**config.mk**
```make
export PLATFORM = sky130hd
export DESIGN_NAME = orgb_front
export DESIGN_NICKNAME = d
export VERILOG_FILES = /design/src/rtl/core/assert_macros.svh /design/src/rtl/core/orgb_pkg.sv /design/src/rtl/core/orgb_front.sv
export SDC_FILE = /design/constraint.sdc
export NUM_CORES = 1
export LEC_CHECK = 0
export ABC_AREA = 1
export BUFFER_PORTS_ARGS = -buffer_cell sky130_fd_sc_hd__buf_2
export CAP_MARGIN = 20
export CORE_UTILIZATION = 65
export CTS_BUF_LIST = sky130_fd_sc_hd__clkbuf_16
export DETAILED_ROUTE_END_ITERATION = 7
export PLACE_DENSITY_LB_ADDON = 0.3
export SLEW_MARGIN = 30
export SYNTH_ARGS = -nofsm -noshare
export SYNTH_HDL_FRONTEND = slang
export SYNTH_SLANG_ARGS = --single-unit
```
**constraint.sdc**
```tcl
create_clock -name clk -period 13.1 [get_ports clk]
set_clock_uncertainty 0.1 [all_clocks]
set_input_delay 0 -clock clk [delete_from_list [all_inputs] [get_ports clk]]
set_output_delay 0 -clock clk [all_outputs]
set_load 0.01 [all_outputs]
```
**src/rtl/core/assert_macros.svh**
```systemverilog
// shared assertion macros for the orgb blocks
// every user module has clk and rst in scope
`ifndef ASSERT_MACROS_SVH
`define ASSERT_MACROS_SVH

// clocked property, quiet while rst is high
`define ORGB_ASSERT(lbl, prop, msg) \
  lbl: assert property (@(posedge clk) disable iff (rst) prop) else $error(msg);

// clocked check that an expression never holds
`define ORGB_NEVER(lbl, expr, msg) \
  lbl: assert property (@(posedge clk) disable iff (rst) !(expr)) else $error(msg);

`endif

```
**src/rtl/core/orgb_pkg.sv**
```systemverilog
package orgb_pkg;

  localparam int CORDIC_STAGES = 16;
  localparam int FRACTION_BITS = 4;

  // arctangent table depth, iterations past it are not done
  localparam int ATAN_ENTRIES = 24;
  localparam int N_ITER = (CORDIC_STAGES < ATAN_ENTRIES) ? CORDIC_STAGES : ATAN_ENTRIES;
  localparam int STAGE_W = $clog2(ATAN_ENTRIES);

  localparam int PIX_W = 8;
  localparam int LUMA_W = 12;
  localparam int CHROMA_W = 13;

  localparam int IN_TDATA_W = ((3 * PIX_W + 7) / 8) * 8;
  localparam int OUT_FIELDS_W = LUMA_W + 2 * CHROMA_W;
  localparam int OUT_TDATA_W = ((OUT_FIELDS_W + 7) / 8) * 8;
  localparam int OUT_PAD_W = OUT_TDATA_W - OUT_FIELDS_W;

  // cordic datapath: chroma with 16 fraction bits plus gain headroom
  localparam int XY_W = 28;
  // angles, 2^32 units per turn, with room for the left half plane fold
  localparam int ANG_W = 35;

  localparam int C1_SHIFT = 15;
  localparam int COEF_W = 18;
  localparam logic signed [COEF_W-1:0] C2_COEF = COEF_W'(56754);

  localparam logic signed [ANG_W-1:0] ANG_PI = ANG_W'(64'sd2147483648);
  localparam logic signed [ANG_W-1:0] ANG_HALF_PI = ANG_W'(64'sd1073741824);
  localparam logic signed [ANG_W-1:0] ANG_THIRD_PI = ANG_W'(64'sd715827883);

  // luma: floor(((299r + 587g + 114b) << F + 500) / 1000)
  localparam int LUMA_K_W = 10;
  localparam logic [LUMA_K_W-1:0] LUMA_KR = LUMA_K_W'(299);
  localparam logic [LUMA_K_W-1:0] LUMA_KG = LUMA_K_W'(587);
  localparam logic [LUMA_K_W-1:0] LUMA_KB = LUMA_K_W'(114);
  localparam logic [LUMA_K_W-1:0] LUMA_BIAS = LUMA_K_W'(500);
  localparam logic [LUMA_K_W-1:0] LUMA_DIV = LUMA_K_W'(1000);
  localparam int SUM_W = 18;
  localparam int LN_W = SUM_W + 1 + FRACTION_BITS;
  // quotient by 1000 loses at least 9 bits
  localparam int Q_W = LN_W - 9;
  localparam int RECIP_SHIFT = 36;
  localparam int RECIP_W = 27;
  localparam logic [RECIP_W-1:0] RECIP = RECIP_W'((64'd1 << RECIP_SHIFT) / LUMA_DIV);
  localparam logic [LUMA_W-1:0] LUMA_MAX = '1;

  // cordic gain compensation, 652032874 / 2^30
  localparam int GAIN_W = 31;
  localparam logic signed [GAIN_W-1:0] INV_GAIN = GAIN_W'(652032874);
  localparam int PROD_W = XY_W + GAIN_W;
  localparam int ROUND_SHIFT = 46 - FRACTION_BITS;

  typedef struct packed {
    logic signed [XY_W-1:0]  x;
    logic signed [XY_W-1:0]  y;
    logic signed [ANG_W-1:0] z;
    logic signed [XY_W-1:0]  c1;
    logic signed [XY_W-1:0]  c2;
    logic [LUMA_W-1:0]       luma;
  } cell_word_t;

  typedef struct packed {
    logic       valid;
    cell_word_t word;
  } cell_bus_t;

  typedef struct packed {
    logic                valid;
    logic [CHROMA_W-1:0] red_green;
    logic [CHROMA_W-1:0] yellow_blue;
    logic [LUMA_W-1:0]   luma;
  } out_bus_t;

  function automatic logic signed [ANG_W-1:0] atan_unit(input logic [STAGE_W-1:0] s);
    logic signed [ANG_W-1:0] a;
    case (s)
      0:  a = ANG_W'(536870912);
      1:  a = ANG_W'(316933406);
      2:  a = ANG_W'(167458907);
      3:  a = ANG_W'(85004756);
      4:  a = ANG_W'(42667331);
      5:  a = ANG_W'(21354465);
      6:  a = ANG_W'(10679838);
      7:  a = ANG_W'(5340245);
      8:  a = ANG_W'(2670163);
      9:  a = ANG_W'(1335087);
      10: a = ANG_W'(667544);
      11: a = ANG_W'(333772);
      12: a = ANG_W'(166886);
      13: a = ANG_W'(83443);
      14: a = ANG_W'(41722);
      15: a = ANG_W'(20861);
      16: a = ANG_W'(10430);
      17: a = ANG_W'(5215);
      18: a = ANG_W'(2608);
      19: a = ANG_W'(1304);
      20: a = ANG_W'(652);
      21: a = ANG_W'(326);
      22: a = ANG_W'(163);
      23: a = ANG_W'(81);
      default: a = '0;
    endcase
    return a;
  endfunction

endpackage

```
**src/rtl/core/orgb_front.sv**
```systemverilog
module orgb_front (
  input  logic                       clk,
  input  logic                       rst,
  input  logic                       en,
  input  logic                       in_valid,
  input  logic [orgb_pkg::PIX_W-1:0] red_level,
  input  logic [orgb_pkg::PIX_W-1:0] green_level,
  input  logic [orgb_pkg::PIX_W-1:0] blue_level,
  output orgb_pkg::cell_bus_t        out_bus
);
  import orgb_pkg::*;

  localparam int D1_W = PIX_W + 3;
  localparam int D2_W = PIX_W + 1;
  localparam int PR_W = LN_W + RECIP_W;
  localparam int QX_W = Q_W + LUMA_W;

  // stage 0: chroma axes and the scaled luma sum
  logic signed [D1_W-1:0] d1;
  logic signed [D2_W-1:0] d2;
  logic [SUM_W-1:0]       sum;
  logic                   v0;
  logic signed [XY_W-1:0] c1_0, c2_0;
  logic [LN_W-1:0]        n0;

  // stage 1: reciprocal estimate of n / 1000
  logic [PR_W-1:0]        prod;
  logic                   v1;
  logic signed [XY_W-1:0] c1_1, c2_1;
  logic [LN_W-1:0]        n1;
  logic [Q_W-1:0]         q1;

  // stage 2: quotient fix-up, saturation, left half plane fold
  logic [LN_W-1:0]        rem;
  logic                   corr;
  logic [QX_W-1:0]        q_ext;
  cell_word_t             word_next;
  logic                   v2;
  cell_word_t             w2;

  always_comb begin
    d1 = $signed(D1_W'(red_level)) + $signed(D1_W'(green_level))
       - $signed(D1_W'(blue_level) << 1);
    d2 = $signed(D2_W'(red_level)) - $signed(D2_W'(green_level));
    sum = SUM_W'(red_level) * SUM_W'(LUMA_KR) + SUM_W'(green_level) * SUM_W'(LUMA_KG)
        + SUM_W'(blue_level) * SUM_W'(LUMA_KB);
  end

  always_ff @(posedge clk) begin
    if (rst) begin
      v0 <= 1'b0;
      v1 <= 1'b0;
      v2 <= 1'b0;
    end else if (en) begin
      v0 <= in_valid;
      v1 <= v0;
      v2 <= v1;
    end
  end

  always_ff @(posedge clk) begin
    if (en) begin
      c1_0 <= XY_W'(d1) <<< C1_SHIFT;
      c2_0 <= XY_W'(XY_W'(d2) * XY_W'(C2_COEF));
      n0   <= (LN_W'(sum) << FRACTION_BITS) + LN_W'(LUMA_BIAS);
    end
  end

  assign prod = PR_W'(n0) * PR_W'(RECIP);

  always_ff @(posedge clk) begin
    if (en) begin
      c1_1 <= c1_0;
      c2_1 <= c2_0;
      n1   <= n0;
      q1   <= Q_W'(prod >> RECIP_SHIFT);
    end
  end

  always_comb begin
    rem   = n1 - LN_W'(LN_W'(q1) * LN_W'(LUMA_DIV));
    corr  = (rem >= LN_W'(LUMA_DIV));
    q_ext = QX_W'(q1) + QX_W'(corr);

    word_next.c1 = c1_1;
    word_next.c2 = c2_1;
    if (q_ext > QX_W'(LUMA_MAX)) begin
      word_next.luma = LUMA_MAX;
    end else begin
      word_next.luma = q_ext[LUMA_W-1:0];
    end

    // left half plane: turn by pi so the vectoring chain converges
    if (c1_1[XY_W-1]) begin
      word_next.x = -c1_1;
      word_next.y = -c2_1;
      word_next.z = c2_1[XY_W-1] ? -ANG_PI : ANG_PI;
    end else begin
      word_next.x = c1_1;
      word_next.y = c2_1;
      word_next.z = '0;
    end
  end

  always_ff @(posedge clk) begin
    if (en) begin
      w2 <= word_next;
    end
  end

  assign out_bus = '{valid: v2, word: w2};

endmodule

```
==> reports/results.tsv <==
metric	value	unit
ctsHoldBuffers	5	
critPathLaunchType	flop	
num_rows	74	
crit_top_cell	nand2_1	
worstMarginPinSlew	0.9337	ns
design.die.area	42580	sq um
placed_cell_area	28140	sq um
grt-ovfl-total	0	
ys_warn_count	0	
initial_core_util	66.18	%
cp.arrival	7.73	ns
grt_pass1_wl	96170	um
synth_top_area_share	22.79	%
cts_buffers	23	
clk_latency	0.55	ns
layout.cells.non_filler	3593	
violations	DRC, hold timing	
routed_wl	59070	um
max-clock-path-buffers	3	
worstSetupStartpoint	q1[7]	
yosysMostFrequentCell	inv_1	
core_area	41020	sq um
fin_hold_ws	-0.04884	ns
synthToLayoutAreaGrowth	6.439	%
gp_congestion	0.9449	
final_max_slew_viol_count	0	
drtIter0Drc	1046	
drc_errors	31	
regArea	6246	sq um
io_buffers	124	
postSynthAreaPerCell	9.357	sq um
synthCells	2901	
yosys-top-cells-area	edfxtp_1, fa_1, ha_1	
multi_input_area	17950	sq um
synth_ff_type	edfxtp_1	
ys_seq_area_share	23.01	%
async_flop_share	0	%
grt.total_usage	28.95	%
postRouteAntennaNets	0	
status	finished with violations	
cts_resized	0	
worst-setup-path-type	flop to flop	
fin_crit_sh	57.87	%
antenna_found_initial	0	
final_layout_size_suffix_gt1_share	6.174	%
netlist-cell-type-count	46	
wl_per_cell	16.44	um
cts_setup_buffers	0	
synth_edf_count	206	
crit_slowest_cell	a21oi_1	
cts_root_buffer	clkbuf_16	
clk_pin_slew_worst_paths	0.06	ns
worstHoldStart	en	
max_stage_delay	0.66	ns
antenna_cells	0	
finalSetupViolCount	0	
ys_ff_latch	209	
first_pass_iters	7	
worstPathRequired	13.25	ns
hpwl	50250	um
clock-sinks	209	
r2r-start	q1[7]	
finalInstanceArea	28890	sq um
slew_headroom	37.75	%
cts_max_level	1	
rsz0062_at_grt	no	
grt_max_degree	132	
cts_tree	done	
die_width	206.4	um
critPathMaxFanout	12	
finalCriticalPeriod	7.581	ns
grt_pass1_vias	19340	
chipHeight	206.4	um
fmax	131.9	MHz
cap_violations	0	
viasPerCell	5.298	
yosysTopAreaCell	edfxtp_1	
hold_path.class	input port to flop	
vias	19040	
timing.final.hold_violations	35	
io_pins	188	
syn_area	27150	sq um
cp-end-kind	flop	
dp_cells	3547	
nNetsFinal	3852	
fin_setup_tns	0	ns
synth_common_cells	inv_1, ha_1, nand2_1	
fillers	3153	
cell type report:
cell class,count,area share [%]
multi-input combinational,1981,62.13
sequential,209,21.62
inverter,698,9.068
timing repair buffer,132,2.447
tap,532,2.304
clock buffer,23,1.992
clock inverter,18,0.4417
final timing paths:
check	endpoint	slack, ns	cells past startpoint
worst min-delay path	out_bus[32]	-0.05	1
worst max-delay path	out_bus[10]	5.52	32
worst max register to register	out_bus[10]	5.52	32
worst min register to register	c2_1[10]	0.31	0
routing by layer:
layer | vias up | wire, um | GRT usage (%)
met5 | - | 0 | 0
met4 | 0 | 1359 | 7.747
met3 | 92 | 3815 | 4.746
met2 | 538 | 28080 | 47.70
met1 | 9075 | 25820 | 39.68
li1 | 9330 | - | -
registers in the layout, indices dropped and copies added, names as in the netlist:
register / cells
c2_1: 25
c1_0: 9
c1_1: 9
v1: 1
out_bus: 86
c2_0: 25
v0: 1
n1: 19
v2: 1
n0: 19
q1: 14
worst max-delay path: cells and delay by family (launching register included):
kind | cells | cell delay, ns
buf+inv | 4 | 0.45
simple gates | 16 | 2.01
xor+xnor | 1 | 0.15
compound gates | 4 | 1.20
fa+ha+maj | 7 | 2.92
flops | 1 | 0.43
placed cells by master, fill, tap and decap left out, drive strengths merged, types with 66 or more instances in the layout:
| cell type | netlist | layout |
|---|---|---|
| nand2 | 448 | 448 |
| xor2 | 82 | 82 |
| nor2 | 161 | 161 |
| a21oi | 129 | 129 |
| inv | 698 | 709 |
| nand3 | 89 | 89 |
| ha | 477 | 477 |
| buf | 75 | 127 |
| fa | 302 | 302 |
| edfxtp | 206 | 206 |
| conb | 1 | 66 |
cells by family after synthesis:
logic type                 Yosys count  share of synthesized area (%)
DFF                                209                          23.01
AOI/OAI and AO/OA                  252                          5.162
other                                1                        0.01381
adders and majority gates          779                          44.26
and+or+nand+nor                    766                          11.97
buffers and inverters              776                          11.76
xor gates and xnor gates           118                          3.835
per-stage QoR:
stage / util [%] / hold slack (ns) / worst slack (ns)
floorplan: - / -0.03093 / 6.681
detailed placement: 68.60 / 0.1139 / 5.572
finish: 70.44 / -0.04884 / 5.519
global route: 70.44 / 0.001793 / 4.929
CTS: 70.43 / 0.01395 / 5.580
global placement: 68.60 / 0.1014 / 5.801
Power is left out: the tool's default activity adds up to more than one toggle a clock period on the data nets, which glitch-free logic cannot reach.
