--- src/rtl/core/assert_macros.svh ---
// shared assertion macros for the orgb blocks
// every user module has clk and rst in scope
`ifndef ASSERT_MACROS_SVH
`define ASSERT_MACROS_SVH

// clocked property, quiet while rst is high
`define ORGB_ASSERT(lbl, prop, msg) \
  lbl: assert property (@(posedge clk) disable iff (rst) prop) else $error(msg);

// clocked check that an expression never holds
`define ORGB_NEVER(lbl, expr, msg) \
  lbl: assert property (@(posedge clk) disable iff (rst) !(expr)) else $error(msg);

`endif

--- src/rtl/core/orgb_pkg.sv ---
package orgb_pkg;

  localparam int CORDIC_STAGES = 16;
  localparam int FRACTION_BITS = 4;

  // arctangent table depth, iterations past it are not done
  localparam int ATAN_ENTRIES = 24;
  localparam int N_ITER = (CORDIC_STAGES < ATAN_ENTRIES) ? CORDIC_STAGES : ATAN_ENTRIES;
  localparam int STAGE_W = $clog2(ATAN_ENTRIES);

  localparam int PIX_W = 8;
  localparam int LUMA_W = 12;
  localparam int CHROMA_W = 13;

  localparam int IN_TDATA_W = ((3 * PIX_W + 7) / 8) * 8;
  localparam int OUT_FIELDS_W = LUMA_W + 2 * CHROMA_W;
  localparam int OUT_TDATA_W = ((OUT_FIELDS_W + 7) / 8) * 8;
  localparam int OUT_PAD_W = OUT_TDATA_W - OUT_FIELDS_W;

  // cordic datapath: chroma with 16 fraction bits plus gain headroom
  localparam int XY_W = 28;
  // angles, 2^32 units per turn, with room for the left half plane fold
  localparam int ANG_W = 35;

  localparam int C1_SHIFT = 15;
  localparam int COEF_W = 18;
  localparam logic signed [COEF_W-1:0] C2_COEF = COEF_W'(56754);

  localparam logic signed [ANG_W-1:0] ANG_PI = ANG_W'(64'sd2147483648);
  localparam logic signed [ANG_W-1:0] ANG_HALF_PI = ANG_W'(64'sd1073741824);
  localparam logic signed [ANG_W-1:0] ANG_THIRD_PI = ANG_W'(64'sd715827883);

  // luma: floor(((299r + 587g + 114b) << F + 500) / 1000)
  localparam int LUMA_K_W = 10;
  localparam logic [LUMA_K_W-1:0] LUMA_KR = LUMA_K_W'(299);
  localparam logic [LUMA_K_W-1:0] LUMA_KG = LUMA_K_W'(587);
  localparam logic [LUMA_K_W-1:0] LUMA_KB = LUMA_K_W'(114);
  localparam logic [LUMA_K_W-1:0] LUMA_BIAS = LUMA_K_W'(500);
  localparam logic [LUMA_K_W-1:0] LUMA_DIV = LUMA_K_W'(1000);
  localparam int SUM_W = 18;
  localparam int LN_W = SUM_W + 1 + FRACTION_BITS;
  // quotient by 1000 loses at least 9 bits
  localparam int Q_W = LN_W - 9;
  localparam int RECIP_SHIFT = 36;
  localparam int RECIP_W = 27;
  localparam logic [RECIP_W-1:0] RECIP = RECIP_W'((64'd1 << RECIP_SHIFT) / LUMA_DIV);
  localparam logic [LUMA_W-1:0] LUMA_MAX = '1;

  // cordic gain compensation, 652032874 / 2^30
  localparam int GAIN_W = 31;
  localparam logic signed [GAIN_W-1:0] INV_GAIN = GAIN_W'(652032874);
  localparam int PROD_W = XY_W + GAIN_W;
  localparam int ROUND_SHIFT = 46 - FRACTION_BITS;

  typedef struct packed {
    logic signed [XY_W-1:0]  x;
    logic signed [XY_W-1:0]  y;
    logic signed [ANG_W-1:0] z;
    logic signed [XY_W-1:0]  c1;
    logic signed [XY_W-1:0]  c2;
    logic [LUMA_W-1:0]       luma;
  } cell_word_t;

  typedef struct packed {
    logic       valid;
    cell_word_t word;
  } cell_bus_t;

  typedef struct packed {
    logic                valid;
    logic [CHROMA_W-1:0] red_green;
    logic [CHROMA_W-1:0] yellow_blue;
    logic [LUMA_W-1:0]   luma;
  } out_bus_t;

  function automatic logic signed [ANG_W-1:0] atan_unit(input logic [STAGE_W-1:0] s);
    logic signed [ANG_W-1:0] a;
    case (s)
      0:  a = ANG_W'(536870912);
      1:  a = ANG_W'(316933406);
      2:  a = ANG_W'(167458907);
      3:  a = ANG_W'(85004756);
      4:  a = ANG_W'(42667331);
      5:  a = ANG_W'(21354465);
      6:  a = ANG_W'(10679838);
      7:  a = ANG_W'(5340245);
      8:  a = ANG_W'(2670163);
      9:  a = ANG_W'(1335087);
      10: a = ANG_W'(667544);
      11: a = ANG_W'(333772);
      12: a = ANG_W'(166886);
      13: a = ANG_W'(83443);
      14: a = ANG_W'(41722);
      15: a = ANG_W'(20861);
      16: a = ANG_W'(10430);
      17: a = ANG_W'(5215);
      18: a = ANG_W'(2608);
      19: a = ANG_W'(1304);
      20: a = ANG_W'(652);
      21: a = ANG_W'(326);
      22: a = ANG_W'(163);
      23: a = ANG_W'(81);
      default: a = '0;
    endcase
    return a;
  endfunction

endpackage

--- src/rtl/core/orgb_finish.sv ---
module orgb_finish (
  input  logic                clk,
  input  logic                rst,
  input  logic                en,
  input  orgb_pkg::cell_bus_t in_bus,
  output orgb_pkg::out_bus_t  out_bus
);
  import orgb_pkg::*;

  localparam logic signed [PROD_W-1:0] ROUND_BIAS = PROD_W'(64'sd1 <<< (ROUND_SHIFT - 1));
  localparam logic signed [PROD_W-1:0] SAT_HI = PROD_W'((64'sd1 <<< (CHROMA_W - 1)) - 1);
  localparam logic signed [PROD_W-1:0] SAT_LO = PROD_W'(-(64'sd1 <<< (CHROMA_W - 1)));

  logic                     v1, v2;
  logic signed [PROD_W-1:0] px1, py1;
  logic [LUMA_W-1:0]        luma1, luma2;
  logic [CHROMA_W-1:0]      yb2, rg2;

  function automatic logic [CHROMA_W-1:0] round_sat(input logic signed [PROD_W-1:0] p);
    logic signed [PROD_W-1:0] sh;
    sh = (p + ROUND_BIAS) >>> ROUND_SHIFT;
    if (sh > SAT_HI) begin
      return CHROMA_W'(SAT_HI);
    end else if (sh < SAT_LO) begin
      return CHROMA_W'(SAT_LO);
    end
    return sh[CHROMA_W-1:0];
  endfunction

  always_ff @(posedge clk) begin
    if (rst) begin
      v1 <= 1'b0;
      v2 <= 1'b0;
    end else if (en) begin
      v1 <= in_bus.valid;
      v2 <= v1;
    end
  end

  always_ff @(posedge clk) begin
    if (en) begin
      px1   <= PROD_W'(in_bus.word.x) * PROD_W'(INV_GAIN);
      py1   <= PROD_W'(in_bus.word.y) * PROD_W'(INV_GAIN);
      luma1 <= in_bus.word.luma;
      yb2   <= round_sat(px1);
      rg2   <= round_sat(py1);
      luma2 <= luma1;
    end
  end

  assign out_bus = '{valid: v2, red_green: rg2, yellow_blue: yb2, luma: luma2};

endmodule

--- config.mk ---
export PLATFORM = sky130hd
export DESIGN_NAME = orgb_finish
export DESIGN_NICKNAME = d
export VERILOG_FILES = /design/src/rtl/core/assert_macros.svh /design/src/rtl/core/orgb_pkg.sv /design/src/rtl/core/orgb_finish.sv
export SDC_FILE = /design/constraint.sdc
export NUM_CORES = 2
export LEC_CHECK = 0
export ABC_AREA = 1
export BUFFER_PORTS_ARGS = -buffer_cell sky130_fd_sc_hd__buf_4
export CORE_AREA = 4 4 311 313
export CTS_CLUSTER_SIZE = 20
export DETAILED_ROUTE_END_ITERATION = 8
export DIE_AREA = 0 0 315 317
export PLACE_DENSITY_LB_ADDON = 0.2
export REMOVE_ABC_BUFFERS = 1
export SYNTH_ARGS = -nofsm -noshare
export SYNTH_HDL_FRONTEND = slang
export SYNTH_SLANG_ARGS = --single-unit
--- constraint.sdc ---
create_clock -name clk -period 13.95 [get_ports clk]
set_clock_uncertainty 0.2 [all_clocks]
set_input_delay 1.395 -clock clk [delete_from_list [all_inputs] [get_ports clk]]
set_output_delay 1.395 -clock clk [all_outputs]
set_load 0.005 [all_outputs]
==> results by group <==
Status
  – Status: finished, final reports clean

Drt
  – Initial drt markers: 1353
  – DRC Markers: 0
  – Post-route ant nets: 0
  – Final WL: ~100000 µm
  – TritonRoute pass-1 iters: 5
  – WL per Instance: 18.4 µm
  – Via count: approximately 25000
  – DR vias/cell: ~4.7

STA
  – # setup viols final: 0
  – Max frequency: roughly 0.13 GHz
  – Period minus WS final: between 7 and 8 ns
  – Slew Limit Fails: 0
  – Worst Tran Pin Value: 0.878 ns
  – Setup TNS Final: 0 ns
  – Max_slew headroom: just over 40%
  – WHS: between 0.2 and 0.25 ns
  – Part of the cycle the worst path needs: between 50% and 60%
  – RSZ-0062 raised after global routing: no
  – Final Hold Vio Count: 0

Clock network
  – Clock Latency Late Sink: approximately 0.34 ns
  – CTS tree: done
  – Clock slew at reported path FFs: 0.07 ns
  – H-tree lvl count: 3
  – Num CTS Buffers: 9
  – Root buffer cell: clkbuf_16
  – Hold_buf cts: 0
  – CTS sink count: 88
  – Post_cts resized: 0
  – Max clock buf depth: 2
  – Setup Fix Bufs, Post-CTS: 0

Yosys
  – Post-synthesis cell type count: 36
  – Synthesized area per cell: just under 9 µm²
  – Top cells by area, synth: fa_1 (40%), ha_1 (23%), inv_1 (14%)
  – Sequential area share after synthesis: about 7.4%
  – Post-Synthesis Cells: between 3000 and 4000
  – Share of the synthesized area in the top cell type: approximately two fifths
  – Yosys warnings: 0
  – Seq cells post-synth: a little under 90
  – Post-Syn Area: approximately 0.035 mm²
  – Leading area contributor after synthesis: fa_1

Global routing
  – Initial antenna violation count: 0
  – Met2 usage: between 30% and 40%
  – First-pass GRT wire length: between 150000 and 200000 µm
  – Largest net degree at the start of global routing: 70
  – GR Layer Usage met3: 2.49%
  – Vias in the first global route: 26900
  – Gr ovfl total: 0
  – Global route hottest layer: met2
  – GRT Total Usage: 20.3%
  – Met1 usage: slightly below 30%

Setup path
  – CP top delay family: adder cells
  – Setup crit start kind: input pin
  – Crit path max fanout: 6
  – CP bufs+invs: 5
  – Cell mode on critical path: fa_1
  – Worst path cell trace: buf_4 -> ha_1 -> inv_1 -> fa_1 -> inv_1 -> fa_1 -> inv_1 -> fa_1 -> inv_1 -> fa_1 -> fa_1 -> fa_1 -> ha_1 -> ha_1 -> nand2_1 -> nor2_1 -> nand2_1 -> nor3_1 -> nand2_1 -> o21ai_0 -> nor2_1 -> nand3_1 -> nand2_1
  – Arrival time of the worst setup path: 7.58 ns
  – Reg2Reg Depth: 9
  – CP Depth: 23
  – CP required: about 14 ns
  – Worst path slowest cell: ha_1
  – Delay of the slowest critical-path stage: around 0.67 ns
  – Crit. End Element: register
  – CP Class: input pin to register

Floorplan
  – Die Y: 317 µm
  – Die Area: roughly 0.10 mm²
  – Starting Density: a little under two fifths
  – IO Pins: between 200 and 250
  – Die X: between 300 and 400 µm
  – Row Count: approximately 110
  – Core area: 0.0943 mm²

Final layout
  – Fillers: a little under 10000
  – Final net count: between 5000 and 6000
  – Register area: roughly 0.0026 mm²
  – Area growth from synthesis to layout: 7.52%
  – Layout cells sized above 1: 4.04%
  – Area occupied by multi-input gates: ~0.028 mm²
  – N_diodes: 0

Worst hold path
  – HP Class: register to register
  – Hold depth: 0

Place
  – DP HPWL: slightly above 90000 µm
  – Port Buffers: 110
  – RePlAce Congestion: roughly 0.95

Run
  – Max-cap violations: 0
[flip-flops by register name, indices dropped and copies added (netlist names)]
name and flops:
py1 18, luma2 12, yb2 13, rg2 13, v2 1, v1 1
px1 18, luma1 12
[cells in the final DEF (no fill, tap or decap), types with 2 or more instances in the layout]
master,n
a21boi_0,5
a21o_1,7
a21oi_1,148
and3_1,4
buf_4,111
clkbuf_16,9
dfxtp_1,2
edfxtp_1,86
fa_1,704
ha_1,648
inv_1,1274
inv_6,2
inv_8,2
nand2_1,524
nand2_2,10
nand3_1,83
nand3_2,5
nand3b_1,5
nand4_1,33
nor2_1,207
nor2_2,5
nor3_1,30
nor3_4,2
nor4_1,7
o21a_1,6
o21ai_0,87
o21bai_1,19
o21bai_4,2
or2_2,9
xnor2_1,11
xnor2_2,2
xor2_1,21
xor2_2,2
[metal layers]
metal	up-vias	routed length, µm	part of all wire, %
met1	12400	47200	48
met5	-	0	0
met3	82	4550	4.6
met4	0	1600	1.6
met2	520	45300	46
li1	12100	-	-
[cells in the mapped netlist]
master	instances
nand2_1	524
o21bai_1	19
o21bai_4	2
dfxtp_1	2
xor2_2	2
nand3b_1	5
a21boi_0	5
nor2_1	207
and3_1	4
and2_1	1
inv_2	1
nand2b_1	1
edfxtp_1	86
inv_1	1274
buf_6	4
a21o_1	7
o21ai_0	87
nand3_2	5
or2_2	9
o2111ai_1	1
ha_1	648
nor3_1	30
o21a_1	6
a21oi_1	148
nand4_1	33
buf_4	1
nor4_1	7
nand2_2	10
xnor2_2	2
o211ai_1	1
nand3_1	83
nor2_2	5
fa_1	704
xor2_1	21
nor3_4	2
xnor2_1	11
[worst reg2reg max path, cell delays in order (launching register included)]
cell and delay (ns):
edfxtp_1 0.37, ha_1 0.21, nand3_2 0.13, nor3_4 0.23, nand2_2 0.11, nor2_2 0.13, xor2_2 0.19, nand2_2 0.08
o21bai_4 0.27, nand2_1 0.15
[final cells by class]
cell class / count / area share (%)
multi-input cells: 2590 / 73.4
inverters: 1275 / 12.6
flip-flops and latches: 88 / 6.89
well taps: 1265 / 4.16
repair buffers: 111 / 2.19
clock buffers: 9 / 0.592
clock inverters: 7 / 0.191
[worst paths after layout]
| path | startpoint | to | slack, ns |
|---|---|---|---|
| setup / recovery | in_bus[144] | px1[43] | 6.26 |
| hold / removal | luma1[11] | luma2[11] | 0.22 |
| setup reg to reg | py1[41] | rg2[1] | 11.62 |
| hold reg to reg | luma1[11] | luma2[11] | 0.22 |
[metrics by stage]
step           util (%)  instance area [µm²]  std cells  worst slack (ns)
2_1_floorplan         -                35300       3953              6.93
3_3_place_gp       40.0                37700       5329              5.96
3_5_place_dp       40.0                37700       5329              5.95
4_1_cts            40.3                38000       5345              6.33
5_1_grt            40.3                38000       5345              5.94
6_report           40.3                38000       5345              6.26
[kinds of logic after synthesis]
family / share of synthesized area (%)
fa+ha+maj: 62.7
simple gates: 10.9
buf+inv: 13.7
flops: 7.41
compound gates: 4.26
xor+xnor: 0.976
Power is not shown: default switching activity piles up to over one toggle a cycle in this logic, so the estimate is an artifact.
