[config.mk]
export PLATFORM = sky130hd
export DESIGN_NAME = orgb_cordic_cell
export DESIGN_NICKNAME = d
export VERILOG_FILES = /design/src/rtl/core/orgb_pkg.sv /design/src/rtl/core/orgb_cordic_cell.sv
export VERILOG_INCLUDE_DIRS = /design/src /design/src/rtl/core
export SDC_FILE = /design/constraint.sdc
export NUM_CORES = 1
export LEC_CHECK = 0
export ABC_AREA = 1
export ABC_CLOCK_PERIOD_IN_PS = 4600
export BUFFER_PORTS_ARGS = -buffer_cell sky130_fd_sc_hd__buf_4
export CORE_ASPECT_RATIO = 1.5
export CORE_UTILIZATION = 35
export DETAILED_ROUTE_END_ITERATION = 16
export GPL_ROUTABILITY_DRIVEN = 0
export PLACE_DENSITY_LB_ADDON = 0.2
export SYNTH_ARGS = -nofsm -noshare
export SYNTH_HDL_FRONTEND = slang
export SYNTH_SLANG_ARGS = --single-unit
[constraint.sdc]
create_clock -name clk -period 4.6 [get_ports clk]
set_input_delay 0.69 -clock clk [delete_from_list [all_inputs] [get_ports clk]]
set_output_delay 0.69 -clock clk [all_outputs]
set_load 0.01 [all_outputs]
[src/rtl/core/assert_macros.svh]
// shared assertion macros for the orgb blocks
// every user module has clk and rst in scope
`ifndef ASSERT_MACROS_SVH
`define ASSERT_MACROS_SVH

// clocked property, quiet while rst is high
`define ORGB_ASSERT(lbl, prop, msg) \
  lbl: assert property (@(posedge clk) disable iff (rst) prop) else $error(msg);

// clocked check that an expression never holds
`define ORGB_NEVER(lbl, expr, msg) \
  lbl: assert property (@(posedge clk) disable iff (rst) !(expr)) else $error(msg);

`endif

[src/rtl/core/orgb_pkg.sv]
package orgb_pkg;

  localparam int CORDIC_STAGES = 16;
  localparam int FRACTION_BITS = 4;

  // arctangent table depth, iterations past it are not done
  localparam int ATAN_ENTRIES = 24;
  localparam int N_ITER = (CORDIC_STAGES < ATAN_ENTRIES) ? CORDIC_STAGES : ATAN_ENTRIES;
  localparam int STAGE_W = $clog2(ATAN_ENTRIES);

  localparam int PIX_W = 8;
  localparam int LUMA_W = 12;
  localparam int CHROMA_W = 13;

  localparam int IN_TDATA_W = ((3 * PIX_W + 7) / 8) * 8;
  localparam int OUT_FIELDS_W = LUMA_W + 2 * CHROMA_W;
  localparam int OUT_TDATA_W = ((OUT_FIELDS_W + 7) / 8) * 8;
  localparam int OUT_PAD_W = OUT_TDATA_W - OUT_FIELDS_W;

  // cordic datapath: chroma with 16 fraction bits plus gain headroom
  localparam int XY_W = 28;
  // angles, 2^32 units per turn, with room for the left half plane fold
  localparam int ANG_W = 35;

  localparam int C1_SHIFT = 15;
  localparam int COEF_W = 18;
  localparam logic signed [COEF_W-1:0] C2_COEF = COEF_W'(56754);

  localparam logic signed [ANG_W-1:0] ANG_PI = ANG_W'(64'sd2147483648);
  localparam logic signed [ANG_W-1:0] ANG_HALF_PI = ANG_W'(64'sd1073741824);
  localparam logic signed [ANG_W-1:0] ANG_THIRD_PI = ANG_W'(64'sd715827883);

  // luma: floor(((299r + 587g + 114b) << F + 500) / 1000)
  localparam int LUMA_K_W = 10;
  localparam logic [LUMA_K_W-1:0] LUMA_KR = LUMA_K_W'(299);
  localparam logic [LUMA_K_W-1:0] LUMA_KG = LUMA_K_W'(587);
  localparam logic [LUMA_K_W-1:0] LUMA_KB = LUMA_K_W'(114);
  localparam logic [LUMA_K_W-1:0] LUMA_BIAS = LUMA_K_W'(500);
  localparam logic [LUMA_K_W-1:0] LUMA_DIV = LUMA_K_W'(1000);
  localparam int SUM_W = 18;
  localparam int LN_W = SUM_W + 1 + FRACTION_BITS;
  // quotient by 1000 loses at least 9 bits
  localparam int Q_W = LN_W - 9;
  localparam int RECIP_SHIFT = 36;
  localparam int RECIP_W = 27;
  localparam logic [RECIP_W-1:0] RECIP = RECIP_W'((64'd1 << RECIP_SHIFT) / LUMA_DIV);
  localparam logic [LUMA_W-1:0] LUMA_MAX = '1;

  // cordic gain compensation, 652032874 / 2^30
  localparam int GAIN_W = 31;
  localparam logic signed [GAIN_W-1:0] INV_GAIN = GAIN_W'(652032874);
  localparam int PROD_W = XY_W + GAIN_W;
  localparam int ROUND_SHIFT = 46 - FRACTION_BITS;

  typedef struct packed {
    logic signed [XY_W-1:0]  x;
    logic signed [XY_W-1:0]  y;
    logic signed [ANG_W-1:0] z;
    logic signed [XY_W-1:0]  c1;
    logic signed [XY_W-1:0]  c2;
    logic [LUMA_W-1:0]       luma;
  } cell_word_t;

  typedef struct packed {
    logic       valid;
    cell_word_t word;
  } cell_bus_t;

  typedef struct packed {
    logic                valid;
    logic [CHROMA_W-1:0] red_green;
    logic [CHROMA_W-1:0] yellow_blue;
    logic [LUMA_W-1:0]   luma;
  } out_bus_t;

  function automatic logic signed [ANG_W-1:0] atan_unit(input logic [STAGE_W-1:0] s);
    logic signed [ANG_W-1:0] a;
    case (s)
      0:  a = ANG_W'(536870912);
      1:  a = ANG_W'(316933406);
      2:  a = ANG_W'(167458907);
      3:  a = ANG_W'(85004756);
      4:  a = ANG_W'(42667331);
      5:  a = ANG_W'(21354465);
      6:  a = ANG_W'(10679838);
      7:  a = ANG_W'(5340245);
      8:  a = ANG_W'(2670163);
      9:  a = ANG_W'(1335087);
      10: a = ANG_W'(667544);
      11: a = ANG_W'(333772);
      12: a = ANG_W'(166886);
      13: a = ANG_W'(83443);
      14: a = ANG_W'(41722);
      15: a = ANG_W'(20861);
      16: a = ANG_W'(10430);
      17: a = ANG_W'(5215);
      18: a = ANG_W'(2608);
      19: a = ANG_W'(1304);
      20: a = ANG_W'(652);
      21: a = ANG_W'(326);
      22: a = ANG_W'(163);
      23: a = ANG_W'(81);
      default: a = '0;
    endcase
    return a;
  endfunction

endpackage

[src/rtl/core/orgb_cordic_cell.sv]
`include "assert_macros.svh"

module orgb_cordic_cell (
  input  logic                         clk,
  input  logic                         rst,
  input  logic                         en,
  input  logic                         rot_mode,
  input  logic [orgb_pkg::STAGE_W-1:0] stage,
  input  orgb_pkg::cell_bus_t          in_bus,
  output orgb_pkg::cell_bus_t          out_bus
);
  import orgb_pkg::*;

  logic signed [XY_W-1:0]  x_in, y_in, dx, dy;
  logic signed [ANG_W-1:0] z_in, step_ang;
  logic                    turn_pos;
  cell_word_t              word_next;
  logic                    valid_q;
  cell_word_t              word_q;

  always_comb begin
    x_in     = in_bus.word.x;
    y_in     = in_bus.word.y;
    z_in     = in_bus.word.z;
    dx       = y_in >>> stage;
    dy       = x_in >>> stage;
    step_ang = atan_unit(stage);
    // rotation follows the residual angle, vectoring drives y to zero
    turn_pos = rot_mode ? !z_in[ANG_W-1] : y_in[XY_W-1];

    word_next = in_bus.word;
    if (turn_pos) begin
      word_next.x = x_in - dx;
      word_next.y = y_in + dy;
      word_next.z = z_in - step_ang;
    end else begin
      word_next.x = x_in + dx;
      word_next.y = y_in - dy;
      word_next.z = z_in + step_ang;
    end
  end

  always_ff @(posedge clk) begin
    if (rst) begin
      valid_q <= 1'b0;
    end else if (en) begin
      valid_q <= in_bus.valid;
    end
  end

  always_ff @(posedge clk) begin
    if (en) begin
      word_q <= word_next;
    end
  end

  assign out_bus = '{valid: valid_q, word: word_q};

  // after the half plane fold x only grows in vectoring
  `ORGB_NEVER(a_vec_x_neg, valid_q && !rot_mode && word_q.x[XY_W-1], "vectoring x went negative")

endmodule

==> results.toml <==
[status]
status = "completed"

[sta]
transition_time_at_the_pin_with_the_least_slew_margin_ps = 595
min_period_ps = 4350
final-max-slew-violation-count = 0
final.setup_skew_ps = 0
hold_violations = 0
final-setup-viol-count = 0
hold_ws_ps = 398
fmax_ghz = 0.230
timing.final.crit_share_pct = 94.6
worst_slack_ps = 248
worst_slew_slack_as_a_fraction_of_its_limit_pct = 59.9
grt_setup_unrepaired = "true"

[placed_design]
placement.setup.worst_slack_ps = -433
cell_count_after_placement = 3591
final_hpwl_from_detailed_placement_um = 49100
count_of_buffers_inserted_at_the_top_level_ports = 328

[drt]
topRoutingLayerUsed = "met4"
drtIter0Drc = 1122
first_pass_iters = 7
avgViaCountPerCell = 5.05
route.detailed.wl_per_inst_um = 16.3
detailroute.wirelength.met3_um = 3010
vias = 18303
detail_route.drc_violations = 0
met2RoutedLength_um = 30000
postRouteAntennaNets = 0
routed_wirelength_um = 59000
wirelength_met1_um = 22400

[clock_network]
cts_hold_buf = 0
worstSkewPairLatency_ps = 440
ctsResizeCount = 0
cts_post_setup_buffers_inserted = 0
tritoncts = "done"
clkTransAtPathRegs_ps = 70
numCtsBuffers = 17
cts_sinks = 160
cts-htree-levels = 4
cts_root_buffer = "sky130_fd_sc_hd__clkbuf_16"
clockBufferDepth = 2

[synth]
synth_seq_area_share_pct = 30.7
synthesis.instances = 2253
synth_enable_flop_cells = 159
synth.yosys.warnings = 0
synth_ff_type = "sky130_fd_sc_hd__edfxtp_1"
synth.net_count = 2523
synth_area_um2 = 15600
postSynthRegisterBits = 160
ys_async_sr_fraction_pct = 0
netlist-cell-type-count = 55
syn-mean-instance-area_um2 = 6.94

[setup_path]
crit_family = "simple AND/OR/NAND/NOR gates"
r2r_cells = 2
timing.critical_path.from_type = "input port"
timing.critical_path.to_type = "register"
path_buf_inv = 4
path_class = "input port to register"
regToRegSetupSlack_ps = 4010
slowest_stage = "sky130_fd_sc_hd__nor4_2"
critical_path_required_ps = 4800
critPathMaxStageDelay_ps = 470
cp_common_cell = "sky130_fd_sc_hd__nand3_1"
cp.depth = 25
data_arrival_time_of_the_critical_path_ps = 4550
worstSetupStartpoint = "stage[1]"
critical_path_peak_fanout = 25
reg2reg_to = "valid_q$_SDFFE_PP0P_"
reg2reg_from = "valid_q$_SDFFE_PP0P_"

[cells_and_area]
diodes = 0
layout.cells.non_filler = 3623
final-seq-area_um2 = 4790
total_area_of_multi_input_combinational_cells_um2 = 9730
final_common_cell = "sky130_fd_sc_hd__buf_4"
finish.utilization_pct = 52.5
fill_cells = 4396
top_library_cells_by_usage_in_the_layout_fill_and_taps_aside = "818 x sky130_fd_sc_hd__buf_4, 710 x sky130_fd_sc_hd__nand2_1, 291 x sky130_fd_sc_hd__nand3_1"
drive_gt1_share_pct = 31.5
design.final.nets = 3304
flow.area_growth_from_synthesis_pct = 47.6

[floorplanning]
io_pins = 329
core_area_um2 = 44000
rows = 94
floorplan.initialDensity_pct = 35.6
die_area_um2 = 45600
dieHeight_um = 261
die-width_um = 175

[hold_path]
timing.hold.worst_path_depth = 2
min_path_type = "input port to register"
worst_hold_path.endpoint = "valid_q$_SDFFE_PP0P_"
hold_start = "rst"

[pwr]
ir_worst_vdd_mv = 0.236
comb_power_share_pct = 53.3
power.static_leakage_nw = 11.7
internal_power_mw = 4.73
share_clk_of_total_power_pct = 19.2
pwrdens_nw_per_um2 = 330
switching_share_pct = 38.0
power_switching_mw = 2.90
power_frac_seq_pct = 27.5

[global_routing]
global_route_wire_length_before_repair_um = 90700
grt.total_usage_pct = 25.4
antenna_found_initial = 0
grt-ovfl-total = 0
grt_pass1_vias = 18009
maximum_number_of_pins_on_one_net_before_global_route_repair = 75

[flow_run]
cap_violations = 0
flip-flops by register name, indices dropped and copies added, names as in the netlist:
register  flops
out_bus     159
valid_q       1
layer usage:
metal  track usage (%)  vias to the layer above
met1              27.3                     8347
met3              3.15                      190
met2              47.3                      700
li1                  -                     9066
met4              15.5                        0
met5                 0                        -
final cells by class:
| type | count | area share, % |
|---|---|---|
| inverters | 223 | 3.67 |
| clock inverters | 14 | 0.634 |
| well taps | 576 | 3.12 |
| multi-input cells | 1798 | 42.1 |
| flip-flops and latches | 160 | 20.8 |
| repair buffers | 834 | 27.8 |
| clock buffers | 18 | 1.86 |
power by group through the flow:
| stage | clock network, mW | logic [mW] | registers (mW) |
|---|---|---|---|
| finish | 1.46 | 4.07 | 2.10 |
| global route | 1.56 | 4.45 | 2.12 |
| CTS | 1.51 | 4.03 | 2.10 |
| detailed placement | 0 | 4.01 | 2.13 |
| global placement | 0 | 3.96 | 2.13 |
| floorplan | 0 | 1.76 | 2.28 |
synthesized netlist by cell type (12+ instances only):
cell type | number | share of area [%]
sky130_fd_sc_hd__a31oi_1 | 18 | 0.72
sky130_fd_sc_hd__buf_2 | 30 | 0.96
sky130_fd_sc_hd__xnor2_1 | 51 | 2.9
sky130_fd_sc_hd__o21ai_0 | 80 | 2.6
sky130_fd_sc_hd__nand3_1 | 291 | 9.3
sky130_fd_sc_hd__inv_1 | 204 | 4.9
sky130_fd_sc_hd__a21oi_1 | 141 | 4.5
sky130_fd_sc_hd__xor2_1 | 89 | 5.0
sky130_fd_sc_hd__nand2_1 | 710 | 17
sky130_fd_sc_hd__clkbuf_1 | 15 | 0.36
sky130_fd_sc_hd__edfxtp_1 | 159 | 31
sky130_fd_sc_hd__nor2_1 | 175 | 4.2
sky130_fd_sc_hd__nand4_1 | 13 | 0.52
sky130_fd_sc_hd__ha_1 | 98 | 7.8
sky130_fd_sc_hd__inv_2 | 15 | 0.36
sky130_fd_sc_hd__buf_6 | 12 | 0.86
sky130_fd_sc_hd__nand2_2 | 17 | 0.68
worst max path at each step:
stage                        endpoint  slack [ps]
3_5_place_dp   out_bus[157]$_DFFE_PP_        -430
6_report       out_bus[157]$_DFFE_PP_         250
4_1_cts        out_bus[157]$_DFFE_PP_          40
2_1_floorplan   out_bus[93]$_DFFE_PP_          10
5_1_grt         out_bus[96]$_DFFE_PP_         -40
3_3_place_gp   out_bus[157]$_DFFE_PP_        -370
metrics by stage:
step,TNS (ps),total power [mW],area [µm²]
floorplan,0,4.05,15600
global placement,-5590,6.09,22300
detailed placement,-7810,6.14,22300
CTS,0,7.64,22900
global route,-49.4,8.13,23100
finish,0,7.63,23100
kinds of logic (layout without fill, tap and decap cells):
group                    Yosys count  after routing  synth area share, %
AO/OA/AOI/OAI                    298            298                 10.7
XOR/XNOR                         140            140                 7.84
adder cells (fa/ha/maj)          101            101                 8.22
buffers and inverters            295           1089                 8.14
flip-flops                       160            160                 30.7
multiplexers                       1              1               0.0640
AND/OR/NAND/NOR                 1258           1258                 34.4
Power figures use the tool's default switching activity.
